**config.mk**
```make
export PLATFORM = sky130hd
export DESIGN_NAME = consensus_outcome_decider_flat
export DESIGN_NICKNAME = d
export VERILOG_FILES = /design/src/hdl/cod_pkg.sv /design/src/hdl/cod_if.sv /design/src/hdl/cod_pct_check.sv /design/src/hdl/consensus_outcome_decider.sv /design/src/flat_wrapper.sv
export SDC_FILE = /design/constraint.sdc
export NUM_CORES = 1
export LEC_CHECK = 0
export BUFFER_PORTS_ARGS = -buffer_cell sky130_fd_sc_hd__buf_2
export CORE_MARGIN = 2
export CORE_UTILIZATION = 55
export DETAILED_ROUTE_END_ITERATION = 12
export PLACE_DENSITY = 0.77
export SLEW_MARGIN = 20
export SYNTH_ARGS = -nofsm -noshare
export SYNTH_HDL_FRONTEND = slang
export SYNTH_HIERARCHICAL = 1
export SYNTH_SLANG_ARGS = --single-unit
```
**constraint.sdc**
```tcl
create_clock -name clock -period 10.05 [get_ports clock]
set_input_delay 1.005 -clock clock [delete_from_list [all_inputs] [get_ports clock]]
set_output_delay 1.005 -clock clock [all_outputs]
set_load 0.02 [all_outputs]
```
**src/hdl/cod_pkg.sv**
```systemverilog
// Shared constants and types for the consensus outcome decider.
// No dependencies; cod_pct_check and consensus_outcome_decider refer to this package by scoped name.
`timescale 1ns / 1ps

package cod_pkg;

   // default field widths
   localparam int COUNT_BITS_DEF = 10;
   localparam int TIME_BITS_DEF  = 24;

   // fixed register widths
   localparam int FACTOR_BITS = 8;
   localparam int PCT_BITS    = 7;

   // percentage scale
   localparam int PCT_SCALE = 100;

   // configuration register indexes
   localparam int CSR_IDX_BITS = 3;
   localparam logic [CSR_IDX_BITS-1:0] CSR_MIN_CONSENSUS_MS     = 3'd0;
   localparam logic [CSR_IDX_BITS-1:0] CSR_MAX_CONSENSUS_MS     = 3'd1;
   localparam logic [CSR_IDX_BITS-1:0] CSR_ABANDON_CONSENSUS_MS = 3'd2;
   localparam logic [CSR_IDX_BITS-1:0] CSR_ABANDON_FACTOR       = 3'd3;
   localparam logic [CSR_IDX_BITS-1:0] CSR_MIN_CONSENSUS_PCT    = 3'd4;

   // register reset values
   localparam int RST_MIN_CONSENSUS_MS     = 1950;
   localparam int RST_MAX_CONSENSUS_MS     = 15000;
   localparam int RST_ABANDON_CONSENSUS_MS = 120000;
   localparam int RST_ABANDON_FACTOR       = 10;
   localparam int RST_MIN_CONSENSUS_PCT    = 80;

   typedef enum logic [1:0] {
      VERDICT_NO       = 2'd0,
      VERDICT_REACHED  = 2'd1,
      VERDICT_MOVED_ON = 2'd2,
      VERDICT_EXPIRED  = 2'd3
   } verdict_type;

   // qualifiers for one percentage test
   typedef struct packed {
      logic add_self;
      logic reached_max;
      logic stalled;
   } pct_ctl_type;

endpackage

```
**src/hdl/cod_if.sv**
```systemverilog
// Handshake channels of the consensus outcome decider: check items in, verdicts out.
// Does not depend on cod_pkg; widths are parameters.
`timescale 1ns / 1ps

interface cod_req_if #(
   parameter int COUNT_BITS = 10,
   parameter int TIME_BITS  = 24
);
   logic                  valid;
   logic                  ready;
   logic [COUNT_BITS-1:0] prev_proposers;
   logic [COUNT_BITS-1:0] cur_proposers;
   logic [COUNT_BITS-1:0] agree_count;
   logic [COUNT_BITS-1:0] finished_count;
   logic [TIME_BITS-1:0]  prev_agree_ms;
   logic [TIME_BITS-1:0]  cur_agree_ms;
   logic                  is_stalled;
   logic                  is_proposing;

   modport source (
      output valid, prev_proposers, cur_proposers, agree_count, finished_count,
             prev_agree_ms, cur_agree_ms, is_stalled, is_proposing,
      input  ready
   );
   modport sink (
      input  valid, prev_proposers, cur_proposers, agree_count, finished_count,
             prev_agree_ms, cur_agree_ms, is_stalled, is_proposing,
      output ready
   );
endinterface

interface cod_rsp_if;
   logic       valid;
   logic       ready;
   logic [1:0] verdict;

   modport source (output valid, verdict, input ready);
   modport sink   (input valid, verdict, output ready);
endinterface

```
**src/hdl/cod_pct_check.sv**
```systemverilog
// Exact percentage test by cross-multiplication, with the zero-peer and stalled rules.
// Depends on cod_pkg (pct_ctl_type, PCT_SCALE, PCT_BITS).
`timescale 1ns / 1ps

module cod_pct_check #(
   parameter int COUNT_BITS = cod_pkg::COUNT_BITS_DEF
) (
   input  logic [COUNT_BITS-1:0]        agreeing,
   input  logic [COUNT_BITS-1:0]        total,
   input  cod_pkg::pct_ctl_type         ctl,
   input  logic [cod_pkg::PCT_BITS-1:0] pct,
   output logic                         reached
);

   localparam int PROD_BITS = COUNT_BITS + 1 + cod_pkg::PCT_BITS;

   logic [COUNT_BITS:0]  agree_adj;
   logic [COUNT_BITS:0]  total_adj;
   logic [PROD_BITS-1:0] lhs;
   logic [PROD_BITS-1:0] rhs;

   // add self to both sides when proposing
   assign agree_adj = {1'b0, agreeing} + (COUNT_BITS+1)'(ctl.add_self);
   assign total_adj = {1'b0, total} + (COUNT_BITS+1)'(ctl.add_self);

   assign lhs = PROD_BITS'(agree_adj) * PROD_BITS'(cod_pkg::PCT_SCALE);
   assign rhs = PROD_BITS'(pct) * PROD_BITS'(total_adj);

   always_comb begin
      priority if (total == '0) begin
         reached = ctl.reached_max;
      end else if (ctl.stalled) begin
         reached = 1'b1;
      end else begin
         reached = (lhs >= rhs);
      end
   end

endmodule

```
**src/hdl/consensus_outcome_decider.sv**
```systemverilog
// Top level of the consensus outcome decider: input register, decision logic,
// result register and the configuration registers. Depends on cod_pkg, cod_if, cod_pct_check.
`timescale 1ns / 1ps

// Usage
//   req_ch carries one consensus check per item (proposer, agreeing and finished
//   counts, previous and current agreement times, stalled and proposing flags).
//   rsp_ch returns exactly one 2-bit verdict per item, in order: 0 no consensus,
//   1 reached, 2 moved on, 3 expired.
//   csr_wr_en/csr_index/csr_wdata write the five timing and percentage registers;
//   write them only while no item is in flight.
// Timing
//   The verdict is registered: an item accepted on req_ch passes through the input
//   register, then the result register, with the decision logic (three small
//   multipliers and a handful of compares) between them. One item is accepted
//   every cycle while rsp_ch is drained.
// Stall
//   When rsp_ch is not taken the verdict holds; one more item is taken into
//   the input register, after which req_ch.ready drops until the result moves.
// Reset
//   Synchronous, active high: both stages empty, registers back to defaults
//   (1950 ms, 15000 ms, 120000 ms, factor 10, 80 percent).

module consensus_outcome_decider #(
   parameter int COUNT_BITS = cod_pkg::COUNT_BITS_DEF,
   parameter int TIME_BITS  = cod_pkg::TIME_BITS_DEF
) (
   input  logic                             clock,
   input  logic                             reset,
   cod_req_if.sink                          req_ch,
   cod_rsp_if.source                        rsp_ch,
   input  logic                             csr_wr_en,
   input  logic [cod_pkg::CSR_IDX_BITS-1:0] csr_index,
   input  logic [TIME_BITS-1:0]             csr_wdata
);

   localparam int FB        = cod_pkg::FACTOR_BITS;
   localparam int LIM_BITS  = TIME_BITS + FB;

   // configuration registers
   logic [TIME_BITS-1:0]         min_ms_ff;
   logic [TIME_BITS-1:0]         max_ms_ff;
   logic [TIME_BITS-1:0]         abandon_ms_ff;
   logic [FB-1:0]                factor_ff;
   logic [cod_pkg::PCT_BITS-1:0] pct_ff;

   // input stage
   logic                  in_vld_ff;
   logic [COUNT_BITS-1:0] prev_p_ff;
   logic [COUNT_BITS-1:0] cur_p_ff;
   logic [COUNT_BITS-1:0] agree_ff;
   logic [COUNT_BITS-1:0] fin_ff;
   logic [TIME_BITS-1:0]  prev_t_ff;
   logic [TIME_BITS-1:0]  cur_t_ff;
   logic                  stalled_ff;
   logic                  proposing_ff;

   // result stage
   logic                 out_vld_ff;
   cod_pkg::verdict_type verdict_ff;
   cod_pkg::verdict_type verdict_in;

   logic advance_out;
   logic take_req;

   // decision signals
   logic                  below_min;
   logic [COUNT_BITS+1:0] three_quarter;
   logic [TIME_BITS:0]    wait_until;
   logic                  few_proposers;
   logic                  reached_max;
   logic                  agree_ok;
   logic                  moved_ok;
   logic [LIM_BITS-1:0]   limit_full;
   logic [TIME_BITS-1:0]  limit_sat;
   logic [TIME_BITS-1:0]  limit;
   cod_pkg::pct_ctl_type  agree_ctl;
   cod_pkg::pct_ctl_type  moved_ctl;

   // handshake
   assign advance_out  = !out_vld_ff || rsp_ch.ready;
   assign req_ch.ready = !in_vld_ff || advance_out;
   assign take_req     = req_ch.valid && req_ch.ready;

   assign rsp_ch.valid   = out_vld_ff;
   assign rsp_ch.verdict = verdict_ff;

   // configuration
   always_ff @(posedge clock) begin
      if (reset) begin
         min_ms_ff     <= TIME_BITS'(cod_pkg::RST_MIN_CONSENSUS_MS);
         max_ms_ff     <= TIME_BITS'(cod_pkg::RST_MAX_CONSENSUS_MS);
         abandon_ms_ff <= TIME_BITS'(cod_pkg::RST_ABANDON_CONSENSUS_MS);
         factor_ff     <= FB'(cod_pkg::RST_ABANDON_FACTOR);
         pct_ff        <= cod_pkg::PCT_BITS'(cod_pkg::RST_MIN_CONSENSUS_PCT);
      end else if (csr_wr_en) begin
         unique case (csr_index)
            cod_pkg::CSR_MIN_CONSENSUS_MS:     min_ms_ff     <= csr_wdata;
            cod_pkg::CSR_MAX_CONSENSUS_MS:     max_ms_ff     <= csr_wdata;
            cod_pkg::CSR_ABANDON_CONSENSUS_MS: abandon_ms_ff <= csr_wdata;
            cod_pkg::CSR_ABANDON_FACTOR:       factor_ff     <= csr_wdata[FB-1:0];
            cod_pkg::CSR_MIN_CONSENSUS_PCT:    pct_ff <= csr_wdata[cod_pkg::PCT_BITS-1:0];
            default: ;  // drop writes to unused indexes
         endcase
      end
   end

   // input stage
   always_ff @(posedge clock) begin
      if (reset) begin
         in_vld_ff <= 1'b0;
      end else if (req_ch.ready) begin
         in_vld_ff <= req_ch.valid;
      end
   end

   always_ff @(posedge clock) begin
      if (take_req) begin
         prev_p_ff    <= req_ch.prev_proposers;
         cur_p_ff     <= req_ch.cur_proposers;
         agree_ff     <= req_ch.agree_count;
         fin_ff       <= req_ch.finished_count;
         prev_t_ff    <= req_ch.prev_agree_ms;
         cur_t_ff     <= req_ch.cur_agree_ms;
         stalled_ff   <= req_ch.is_stalled;
         proposing_ff <= req_ch.is_proposing;
      end
   end

   // minimum gate and few-proposers wait
   assign below_min     = (cur_t_ff <= min_ms_ff);
   assign three_quarter = ({2'b00, prev_p_ff} + {1'b0, prev_p_ff, 1'b0}) >> 2;
   assign wait_until    = {1'b0, prev_t_ff} + {1'b0, min_ms_ff};
   assign few_proposers = ({2'b00, cur_p_ff} < three_quarter)
                          && ({1'b0, cur_t_ff} < wait_until);
   assign reached_max   = (cur_t_ff > max_ms_ff);

   assign agree_ctl = '{add_self: proposing_ff, reached_max: reached_max,
                        stalled: stalled_ff};
   assign moved_ctl = '{add_self: 1'b0, reached_max: reached_max, stalled: 1'b0};

   cod_pct_check #(.COUNT_BITS(COUNT_BITS)) u_agree_check (
      .agreeing (agree_ff),
      .total    (cur_p_ff),
      .ctl      (agree_ctl),
      .pct      (pct_ff),
      .reached  (agree_ok)
   );

   cod_pct_check #(.COUNT_BITS(COUNT_BITS)) u_moved_check (
      .agreeing (fin_ff),
      .total    (cur_p_ff),
      .ctl      (moved_ctl),
      .pct      (pct_ff),
      .reached  (moved_ok)
   );

   // expiry limit: saturate the product, then clamp low first, high second
   assign limit_full = LIM_BITS'(prev_t_ff) * LIM_BITS'(factor_ff);
   assign limit_sat  = (|limit_full[LIM_BITS-1:TIME_BITS]) ? '1
                                                            : limit_full[TIME_BITS-1:0];

   always_comb begin
      priority if (limit_sat < max_ms_ff) begin
         limit = max_ms_ff;
      end else if (limit_sat > abandon_ms_ff) begin
         limit = abandon_ms_ff;
      end else begin
         limit = limit_sat;
      end
   end

   always_comb begin
      priority if (below_min || few_proposers) begin
         verdict_in = cod_pkg::VERDICT_NO;
      end else if (agree_ok) begin
         verdict_in = cod_pkg::VERDICT_REACHED;
      end else if (moved_ok) begin
         verdict_in = cod_pkg::VERDICT_MOVED_ON;
      end else if (cur_t_ff > limit) begin
         verdict_in = cod_pkg::VERDICT_EXPIRED;
      end else begin
         verdict_in = cod_pkg::VERDICT_NO;
      end
   end

   // result stage
   always_ff @(posedge clock) begin
      if (reset) begin
         out_vld_ff <= 1'b0;
      end else if (advance_out) begin
         out_vld_ff <= in_vld_ff;
      end
   end

   always_ff @(posedge clock) begin
      if (advance_out && in_vld_ff) begin
         verdict_ff <= verdict_in;
      end
   end

   // checks
   a_req_lands: assert property (@(posedge clock) disable iff (reset)
      take_req |=> in_vld_ff)
      else $error("accepted item did not reach the input register");

   a_stage_moves: assert property (@(posedge clock) disable iff (reset)
      (in_vld_ff && advance_out) |=> out_vld_ff)
      else $error("item in the input register was lost on its way to the result");

   a_min_gate: assert property (@(posedge clock) disable iff (reset)
      (in_vld_ff && advance_out && below_min) |=> (verdict_ff == cod_pkg::VERDICT_NO))
      else $error("verdict other than no consensus below the minimum time");

   a_input_hold: assert property (@(posedge clock) disable iff (reset)
      (in_vld_ff && !advance_out) |=> (in_vld_ff && $stable(cur_t_ff)))
      else $error("input register changed while the result stage was stalled");

endmodule

```
**src/flat_wrapper.sv**
```systemverilog
// flat-port wrapper written by rule: the top's interface ports become plain ports
module consensus_outcome_decider_flat 
#(
   parameter int COUNT_BITS = cod_pkg::COUNT_BITS_DEF,
   parameter int TIME_BITS  = cod_pkg::TIME_BITS_DEF
)
  (clock, reset, csr_wr_en, csr_index, csr_wdata, req_ch_valid, req_ch_prev_proposers, req_ch_cur_proposers, req_ch_agree_count, req_ch_finished_count, req_ch_prev_agree_ms, req_ch_cur_agree_ms, req_ch_is_stalled, req_ch_is_proposing, req_ch_ready, rsp_ch_valid, rsp_ch_verdict, rsp_ch_ready);
  cod_req_if #(.COUNT_BITS(COUNT_BITS), .TIME_BITS(TIME_BITS)) req_ch_i ();
  cod_rsp_if rsp_ch_i ();
  input  logic clock;
  input  logic reset;
  input  logic csr_wr_en;
  input  logic [cod_pkg::CSR_IDX_BITS-1:0] csr_index;
  input  logic [TIME_BITS-1:0] csr_wdata;
  input wire logic [$bits(req_ch_i.valid)-1:0] req_ch_valid;
  input wire logic [$bits(req_ch_i.prev_proposers)-1:0] req_ch_prev_proposers;
  input wire logic [$bits(req_ch_i.cur_proposers)-1:0] req_ch_cur_proposers;
  input wire logic [$bits(req_ch_i.agree_count)-1:0] req_ch_agree_count;
  input wire logic [$bits(req_ch_i.finished_count)-1:0] req_ch_finished_count;
  input wire logic [$bits(req_ch_i.prev_agree_ms)-1:0] req_ch_prev_agree_ms;
  input wire logic [$bits(req_ch_i.cur_agree_ms)-1:0] req_ch_cur_agree_ms;
  input wire logic [$bits(req_ch_i.is_stalled)-1:0] req_ch_is_stalled;
  input wire logic [$bits(req_ch_i.is_proposing)-1:0] req_ch_is_proposing;
  output wire logic [$bits(req_ch_i.ready)-1:0] req_ch_ready;
  output wire logic [$bits(rsp_ch_i.valid)-1:0] rsp_ch_valid;
  output wire logic [$bits(rsp_ch_i.verdict)-1:0] rsp_ch_verdict;
  input wire logic [$bits(rsp_ch_i.ready)-1:0] rsp_ch_ready;
  assign req_ch_i.valid = req_ch_valid;
  assign req_ch_i.prev_proposers = req_ch_prev_proposers;
  assign req_ch_i.cur_proposers = req_ch_cur_proposers;
  assign req_ch_i.agree_count = req_ch_agree_count;
  assign req_ch_i.finished_count = req_ch_finished_count;
  assign req_ch_i.prev_agree_ms = req_ch_prev_agree_ms;
  assign req_ch_i.cur_agree_ms = req_ch_cur_agree_ms;
  assign req_ch_i.is_stalled = req_ch_is_stalled;
  assign req_ch_i.is_proposing = req_ch_is_proposing;
  assign req_ch_ready = req_ch_i.ready;
  assign rsp_ch_valid = rsp_ch_i.valid;
  assign rsp_ch_verdict = rsp_ch_i.verdict;
  assign rsp_ch_i.ready = rsp_ch_ready;
  consensus_outcome_decider #(.COUNT_BITS(COUNT_BITS), .TIME_BITS(TIME_BITS)) u_core (.clock(clock), .reset(reset), .req_ch(req_ch_i), .rsp_ch(rsp_ch_i), .csr_wr_en(csr_wr_en), .csr_index(csr_index), .csr_wdata(csr_wdata));
endmodule
```
==> run summary, run 1 <==
top_reg_cell synth: edfxtp_1
area fraction in compound gates after synthesis: 13.3%
Post-Synth Adder-Cell Area: 37.8%
Synth Instances: 2988
# fillers: 4056
area of the die: 0.0497 mm²
Multi-input gate area: 0.0200 mm²
Hold Startpoint: u_core/max_ms_ff[22]
most frequent cells in the layout: ha_1 (422), inv_1 (394), nand2_1 (313), fa_1 (234), and2_1 (210)
Antenna Violating Nets Remaining: 0
outcome: finished clean
post-synthesis cell type count: 94
total track usage: 28.0%
Clock Sink Count: 181
hold-fix buffers at CTS: 0
Buf/Inv on CP: 5
Synth area leader: ha_1
Final Power: 3.80 mW
total I/O pin count: 126
Final setup viols: 0
core area: 0.0475 mm²
setup TNS: 0 ns
Clk Latency, worst-skew pair: 0.51 ns
Initial DRC Count: 1107
Peak supply drop: 0.128 mV
Pleak: 13.7 nW
Area contributors post-synth: ha_1 (20%), fa_1 (18%), edfxtp_1 (10%)
H-tree depth: 4
critical-path maximum fanout: 27
Post-synth ARST share: 0%
Pins Over Slew Limit: 0
DRC Markers: 0
Max Clock Skew: 0.0147 ns
crit path time final: 9.60 ns
nature of the critical path startpoint: flop
P per Cell Area: 133 mW/mm²
Max Fclk: 104 MHz
CTS clk-pin slew, worst paths: 0.09 ns
actual slew at the worst max-slew pin: 1.08 ns
Setup crit end kind: flop
post-synthesis xor/xnor area fraction: 4.21%
vias per inst: 5.78
number of flops mapped to enable cells by yosys: 92
worst hold path class: reg -> reg
PortBufs: 125
Longest Clk Path Bufs: 2
initial antenna violation count: 2
critical path class: reg -> reg
final hold vios: 0
Routed WL per cell: 17.9 µm
largest net degree at the start of global routing: 90
Die H: 223 µm
top cell type's share of synthesized area: 20.1%
Row Count: 80
Comb pwr share: 57.3%
Reg area: 0.00455 mm²
gr ovfl total: 0
Crit. Startpoint: u_core/prev_t_ff[4]
commonest non-fill, non-tap cell in the layout: ha_1
vias in the first global route: 22.2k
Yosys warning count: 6
Net Sw Power: 1.72 mW
CTS Buf Count: 17
DRT Wirelength: 66900 µm
largest family of logic cells by synthesized area: adder cells
#FFs+latches synth: 181
global-route wire length before repair: 111000 µm
Crit path max-delay family: adder cells
Final WS setup: 0.445 ns
post-DP HPWL: 54500 µm
CTS tree: done
Switching Share: 45.4%
initial cell density of the core: 55.5%
slowest stage delay, CP: 0.56 ns
FF-to-FF Start: u_core/prev_t_ff[4]
share of cells above drive strength 1: 8.32%
Synth Area per Inst: 8.82 µm²
Die Width: 223 µm
area growth from synthesis to layout: 8.05%
Post-Syn Area: 0.0264 mm²
gpl congestion: 0.952
dpl ws: 0.151 ns
Slew HR: 27.7%
CP arrival: 9.93 ns
Post-Synth Simple-Gate Area: 19.5%
MaxCap Viol Count: 0
first-pass iteration count of the detailed router: 6
cell internal pwr: 2.07 mW
Via Count: 21.6k
sequential share of power: 22.8%
placed cell area: 0.0276 mm²
Design Area, Final: 0.0285 mm²
nets@finish: 3879
fin util: 59.9%
Slowest-stage cell, CP: fa_1
Clock power frac: 19.9%
CTS root buf: clkbuf_16
Required @ worst endpoint: 10.37 ns
final worst path period share: 95.6%
multiplexer share of the synthesized area: 0.954%
sequential share of the synthesized area: 17.2%
## per-layer routing
layer  track usage, %  part of all wire, %  up-vias
met5                0                    0        -
met4             16.5                  5.6        0
met3             3.08                  3.5      178
met2             49.1                   50      528
met1             33.4                   41    10543
li1                 -                    -    10301
## Yosys cell counts, types with 5 or more instances
cell	instances
nand4_1	37
o21ai_1	11
buf_2	6
nor2b_1	104
and2_1	211
dfxtp_1	89
a211oi_1	18
ha_1	423
a31oi_1	38
o21ai_0	65
xor2_1	70
fa_1	234
clkbuf_1	68
o21bai_1	11
nand2_1	313
nor4_1	8
a21oi_1	188
nand3b_1	13
xnor2_1	50
nor3_1	32
o2111ai_1	6
edfxtp_1	92
mux2i_1	24
a211o_1	21
a2111oi_0	5
nand3_1	52
o21a_1	26
nand2b_1	38
a21o_1	75
nor2_1	127
inv_1	394
and3_1	28
## worst paths after layout
path / endpoint / slack, ns / cells after the start
hold reg to reg: u_core/max_ms_ff[22] / 0.48 / 2
setup / recovery: u_core/rsp_ch.verdict[1] / 0.45 / 37
setup reg to reg: u_core/rsp_ch.verdict[1] / 0.45 / 37
hold / removal: u_core/max_ms_ff[22] / 0.48 / 2
## registers in the layout, indices dropped and copies added (netlist names)
register,flops
u_core/abandon_ms_ff,24
u_core/cur_t_ff,24
u_core/max_ms_ff,24
u_core/min_ms_ff,24
u_core/prev_t_ff,24
u_core/agree_ff,10
u_core/cur_p_ff,10
u_core/fin_ff,10
u_core/prev_p_ff,10
u_core/factor_ff,8
u_core/pct_ff,7
u_core/rsp_ch.verdict,2
u_core/in_vld_ff,1
u_core/proposing_ff,1
u_core/rsp_ch.valid,1
u_core/stalled_ff,1
## logic make-up (layout without fill, tap and decap cells)
family,count (synthesis),in the layout
multiplexers,25,25
buffers and inverters,474,596
XOR/XNOR,123,123
flip-flops,181,181
other,1,6
adder cells (fa/ha/maj),657,657
AND/OR/NAND/NOR,999,999
AO/OA/AOI/OAI,528,528
## power by group through the flow
| stage | logic, mW | registers, mW | clock network (mW) |
|---|---|---|---|
| 6_report | 2.18 | 0.866 | 0.755 |
| 5_1_grt | 2.46 | 0.870 | 0.797 |
| 4_1_cts | 2.14 | 0.868 | 0.777 |
| 3_5_place_dp | 2.12 | 0.884 | 0 |
| 3_3_place_gp | 2.05 | 0.884 | 0 |
| 2_1_floorplan | 1.60 | 0.859 | 0 |
## tightest hold or removal path: stages, from the launching register on
cell and delay [ns]:
dfxtp_1 0.33, nand2_1 0.06, a21oi_1 0.05
## timing repair
| item | in CTS | in global routing |
|---|---|---|
| gates resized for setup | 0 | 16 |
| endpoints found under the hold margin | 0 | 0 |
| setup endpoints to repair | 0 | 2 |
| buffers inserted | 0 | 23 |
## through the flow
stage               hold WS [ns]  instances
global route               0.506       3730
finish                     0.481       3730
global placement           0.467       3673
floorplan                  0.449       2991
CTS                        0.481       3705
detailed placement         0.469       3673
## area by class of cell
| cell class | count | area share (%) |
|---|---|---|
| Multi-Input combinational cell | 2336 | 70.3 |
| Inverter | 394 | 5.19 |
| Clock inverter | 14 | 0.703 |
| Clock buffer | 18 | 1.58 |
| Sequential cell | 181 | 16.0 |
| Tap cell | 615 | 2.70 |
| Antenna cell | 2 | 0.0176 |
| Timing Repair Buffer | 170 | 3.50 |
(Power assumes the default switching activity.)
==> run 2, diff against run 1 <==
--- a/config.mk
+++ b/config.mk
@@ -13,5 +13,4 @@
 export SLEW_MARGIN = 20
 export SYNTH_ARGS = -nofsm -noshare
 export SYNTH_HDL_FRONTEND = slang
-export SYNTH_HIERARCHICAL = 1
 export SYNTH_SLANG_ARGS = --single-unit
==> run summary, run 2 <==
outcome: finished clean
Crit path max-delay family: adder cells
Final setup viols: 0 (unchanged)
#FFs+latches synth: 181 (unchanged)
post-DP HPWL: 53800 µm (-1.3%)
crit path time final: 9.67 ns (+0.0612 ns)
Finished Layout Cells: 3621 (-2.9%)
number of flops mapped to enable cells by yosys: 92 (unchanged)
Max Clock Skew: 0.0182 ns (+0.00348 ns)
Initial DRC Count: 1210 (+9.3%)
Yosys warning count: 0 (-6)
worst r2r dst: u_core.rsp_ch.verdict[1]
vias in the first global route: 21.1k (-5.1%)
core area: 0.0453 mm² (-4.8%)
nature of the critical path startpoint: flop
gr ovfl total: 0 (unchanged)
final worst path period share: 96.2% (+0.61 points)
actual slew at the worst max-slew pin: 1.01 ns (-0.0635 ns)
largest net degree at the start of global routing: 90 (unchanged)
Slew HR: 32.3% (+4.6 points)
total track usage: 29.0% (+0.92 points)
area of the die: 0.0475 mm² (-4.5%)
area growth from synthesis to layout: 9.34%
initial antenna violation count: 1 (-1)
slowest stage delay, CP: 0.60 ns (+0.04 ns)
Synth area leader: ha_1
CP arrival: 9.93 ns (about the same)
share of cells above drive strength 1: 9.40% (+1.1 points)
Reg2Reg Setup Slack: 0.38 ns (-0.06 ns)
top post-synthesis cells by count: ha_1 (415), inv_1 (406), nand2_1 (376)
Antenna Violating Nets Remaining: 0 (unchanged)
Die Width: 218 µm (-2.3%)
Multi-input gate area: 0.0188 mm² (-6.2%)
critical path class: reg -> reg
Synth Area per Inst: 8.75 µm² (-0.84%)
vias per inst: 5.71 (-1.2%)
commonest non-fill, non-tap cell in the layout: ha_1
worst hold path class: reg -> reg
final hold vios: 0 (unchanged)
Final Power: 3.47 mW (-8.6%)
DRT Wirelength: 66500 µm (-0.68%)
Synth Net Count: 3640
placed cell area: 0.0265 mm² (-4.2%)
P per Cell Area: 126 mW/mm² (-5.4%)
total I/O pin count: 126 (unchanged)
Row Count: 78 (-2.5%)
Via Count: 20.7k (-4.1%)
critical path endpoint: u_core.rsp_ch.verdict[1]
count leader, synth: ha_1
Pins Over Slew Limit: 0 (unchanged)
Design Area, Final: 0.0275 mm² (-3.5%)
top cell type's share of synthesized area: 20.6% (+0.57 points)
CTS root buf: clkbuf_16
CTS Buf Count: 17 (unchanged)
critical-path maximum fanout: 9 (-67%)
Reg2Reg Depth: 39 (+5.4%)
top_reg_cell synth: edfxtp_1
most frequent cells in the layout: ha_1 (413), inv_1 (406), nand2_1 (374), fa_1 (228), and2_1 (210)
CTS clk-pin slew, worst paths: 0.09 ns (about the same)
Synth Instances: 2875 (-3.8%)
MaxCap Viol Count: 0 (unchanged)
hold slack final: 0.486 ns (+0.00458 ns)
Crit. Startpoint: u_core.prev_t_ff[21]
Max Fclk: 103 MHz (-0.63%)
gpl congestion: 0.948 (-0.33%)
global-route wire length before repair: 108000 µm (-2.8%)
first-pass iteration count of the detailed router: 5 (-1)
placed cells: 3546 (-3.5%)
hold-fix buffers at CTS: 0 (unchanged)
Routed WL per cell: 18.4 µm (+2.3%)
Post-synth ARST share: 0% (unchanged)
post-synthesis cell type count: 73 (-22%)
Post-Syn Area: 0.0252 mm² (-4.6%)
Area contributors post-synth: ha_1 (21%), fa_1 (18%), edfxtp_1 (11%)
CTS tree: done
Reg area: 0.00455 mm² (about the same)
initial cell density of the core: 55.6% (+0.098 points)
Clk Latency, worst-skew pair: 0.50 ns (about the same)
Die H: 218 µm (-2.3%)
critical path depth: 39 (+5.4%)
Pleak: 13.3 nW (-3.1%)
Setup crit end kind: flop
Peak supply drop: 0.126 mV (-2.1%)
Slowest-stage cell, CP: edfxtp_1
sequential share of the synthesized area: 18.1% (+0.83 points)
Clock Sink Count: 181 (unchanged)
Longest Clk Path Bufs: 2 (unchanged)
FF-to-FF Start: u_core.prev_t_ff[21]
# fillers: 3959 (-2.4%)
PortBufs: 125 (unchanged)
Buf/Inv on CP: 5 (unchanged)
most used cell, CP: fa_1
Required @ worst endpoint: 10.32 ns (-0.05 ns)
nets@finish: 3772 (-2.8%)
DRC Markers: 0 (unchanged)
worst hold path depth: 2 (unchanged)
H-tree depth: 4 (unchanged)
run 2: kinds of logic (layout without fill, tap and decap cells):
kind of cell | count (synthesis) | after routing | synth area share (%)
other cells | 0 | 1 | 0
fa+ha+maj | 643 | 643 | 38.8
mux | 27 | 27 | 1.08
flops | 181 | 181 | 18.1
buf+inv | 498 | 643 | 7.57
compound gates | 491 | 491 | 12.4
xor+xnor | 109 | 109 | 3.80
simple gates | 926 | 926 | 18.3
run 2: worst min-delay path: cells and delay by family, from the launching register on:
kind,cells,cell delay [ns]
AO/OA/AOI/OAI,1,0.05
flip-flops,1,0.33
AND/OR/NAND/NOR,1,0.06
run 2: what timing repair did:
| action | 4_1_cts | 5_1_grt |
|---|---|---|
| buffers inserted | 0 | 41 |
| cloned | 0 | 1 |
| resized for setup | 3 | 24 |
| pin swaps | 0 | 3 |
| setup endpoints to repair | 2 | 2 |
| endpoints found under the hold margin | 0 | 0 |
run 2: stage by stage:
step	util, %	setup WS (ns)	setup TNS (ns)
2_1_floorplan	-	0.834	0
5_1_grt	60.7	-0.00412	-0.00412
6_report	60.7	0.384	0
4_1_cts	59.8	0.0195	0
3_3_place_gp	58.4	0.0889	0
3_5_place_dp	58.4	-0.0710	-0.0926
run 2: cell type report:
type	count	area share [%]
multi-input cells	2196	68.3
flip-flops and latches	181	16.5
inverters	406	5.54
repair buffers	205	4.64
well taps	600	2.73
clock buffers	19	1.69
clock inverters	13	0.546
diodes	1	0.00910
run 2: worst min path at each step:
| stage | start | to | slack, ns |
|---|---|---|---|
| 2_1_floorplan | u_core.max_ms_ff[10] | u_core.max_ms_ff[10] | 0.45 |
| 3_3_place_gp | u_core.max_ms_ff[14] | u_core.max_ms_ff[14] | 0.46 |
| 3_5_place_dp | u_core.max_ms_ff[21] | u_core.max_ms_ff[21] | 0.48 |
| 4_1_cts | u_core.max_ms_ff[21] | u_core.max_ms_ff[21] | 0.49 |
| 5_1_grt | u_core.max_ms_ff[21] | u_core.max_ms_ff[21] | 0.50 |
| 6_report | u_core.min_ms_ff[17] | u_core.min_ms_ff[17] | 0.49 |
run 2: where the power goes:
group / total, mW / internal [mW] / switching [mW]
Sequential: 0.867 / 0.812 / 0.0555
Clock: 0.726 / 0.356 / 0.370
Combinational: 1.88 / 0.787 / 1.09
run 2: layer usage:
metal	global-route usage, %	vias to the layer above	part of all wire (%)
met5	0	-	0
met4	13.0	0	3.8
met3	3.81	138	4.3
met2	52.5	568	52
met1	34.0	10103	40
li1	-	9859	-
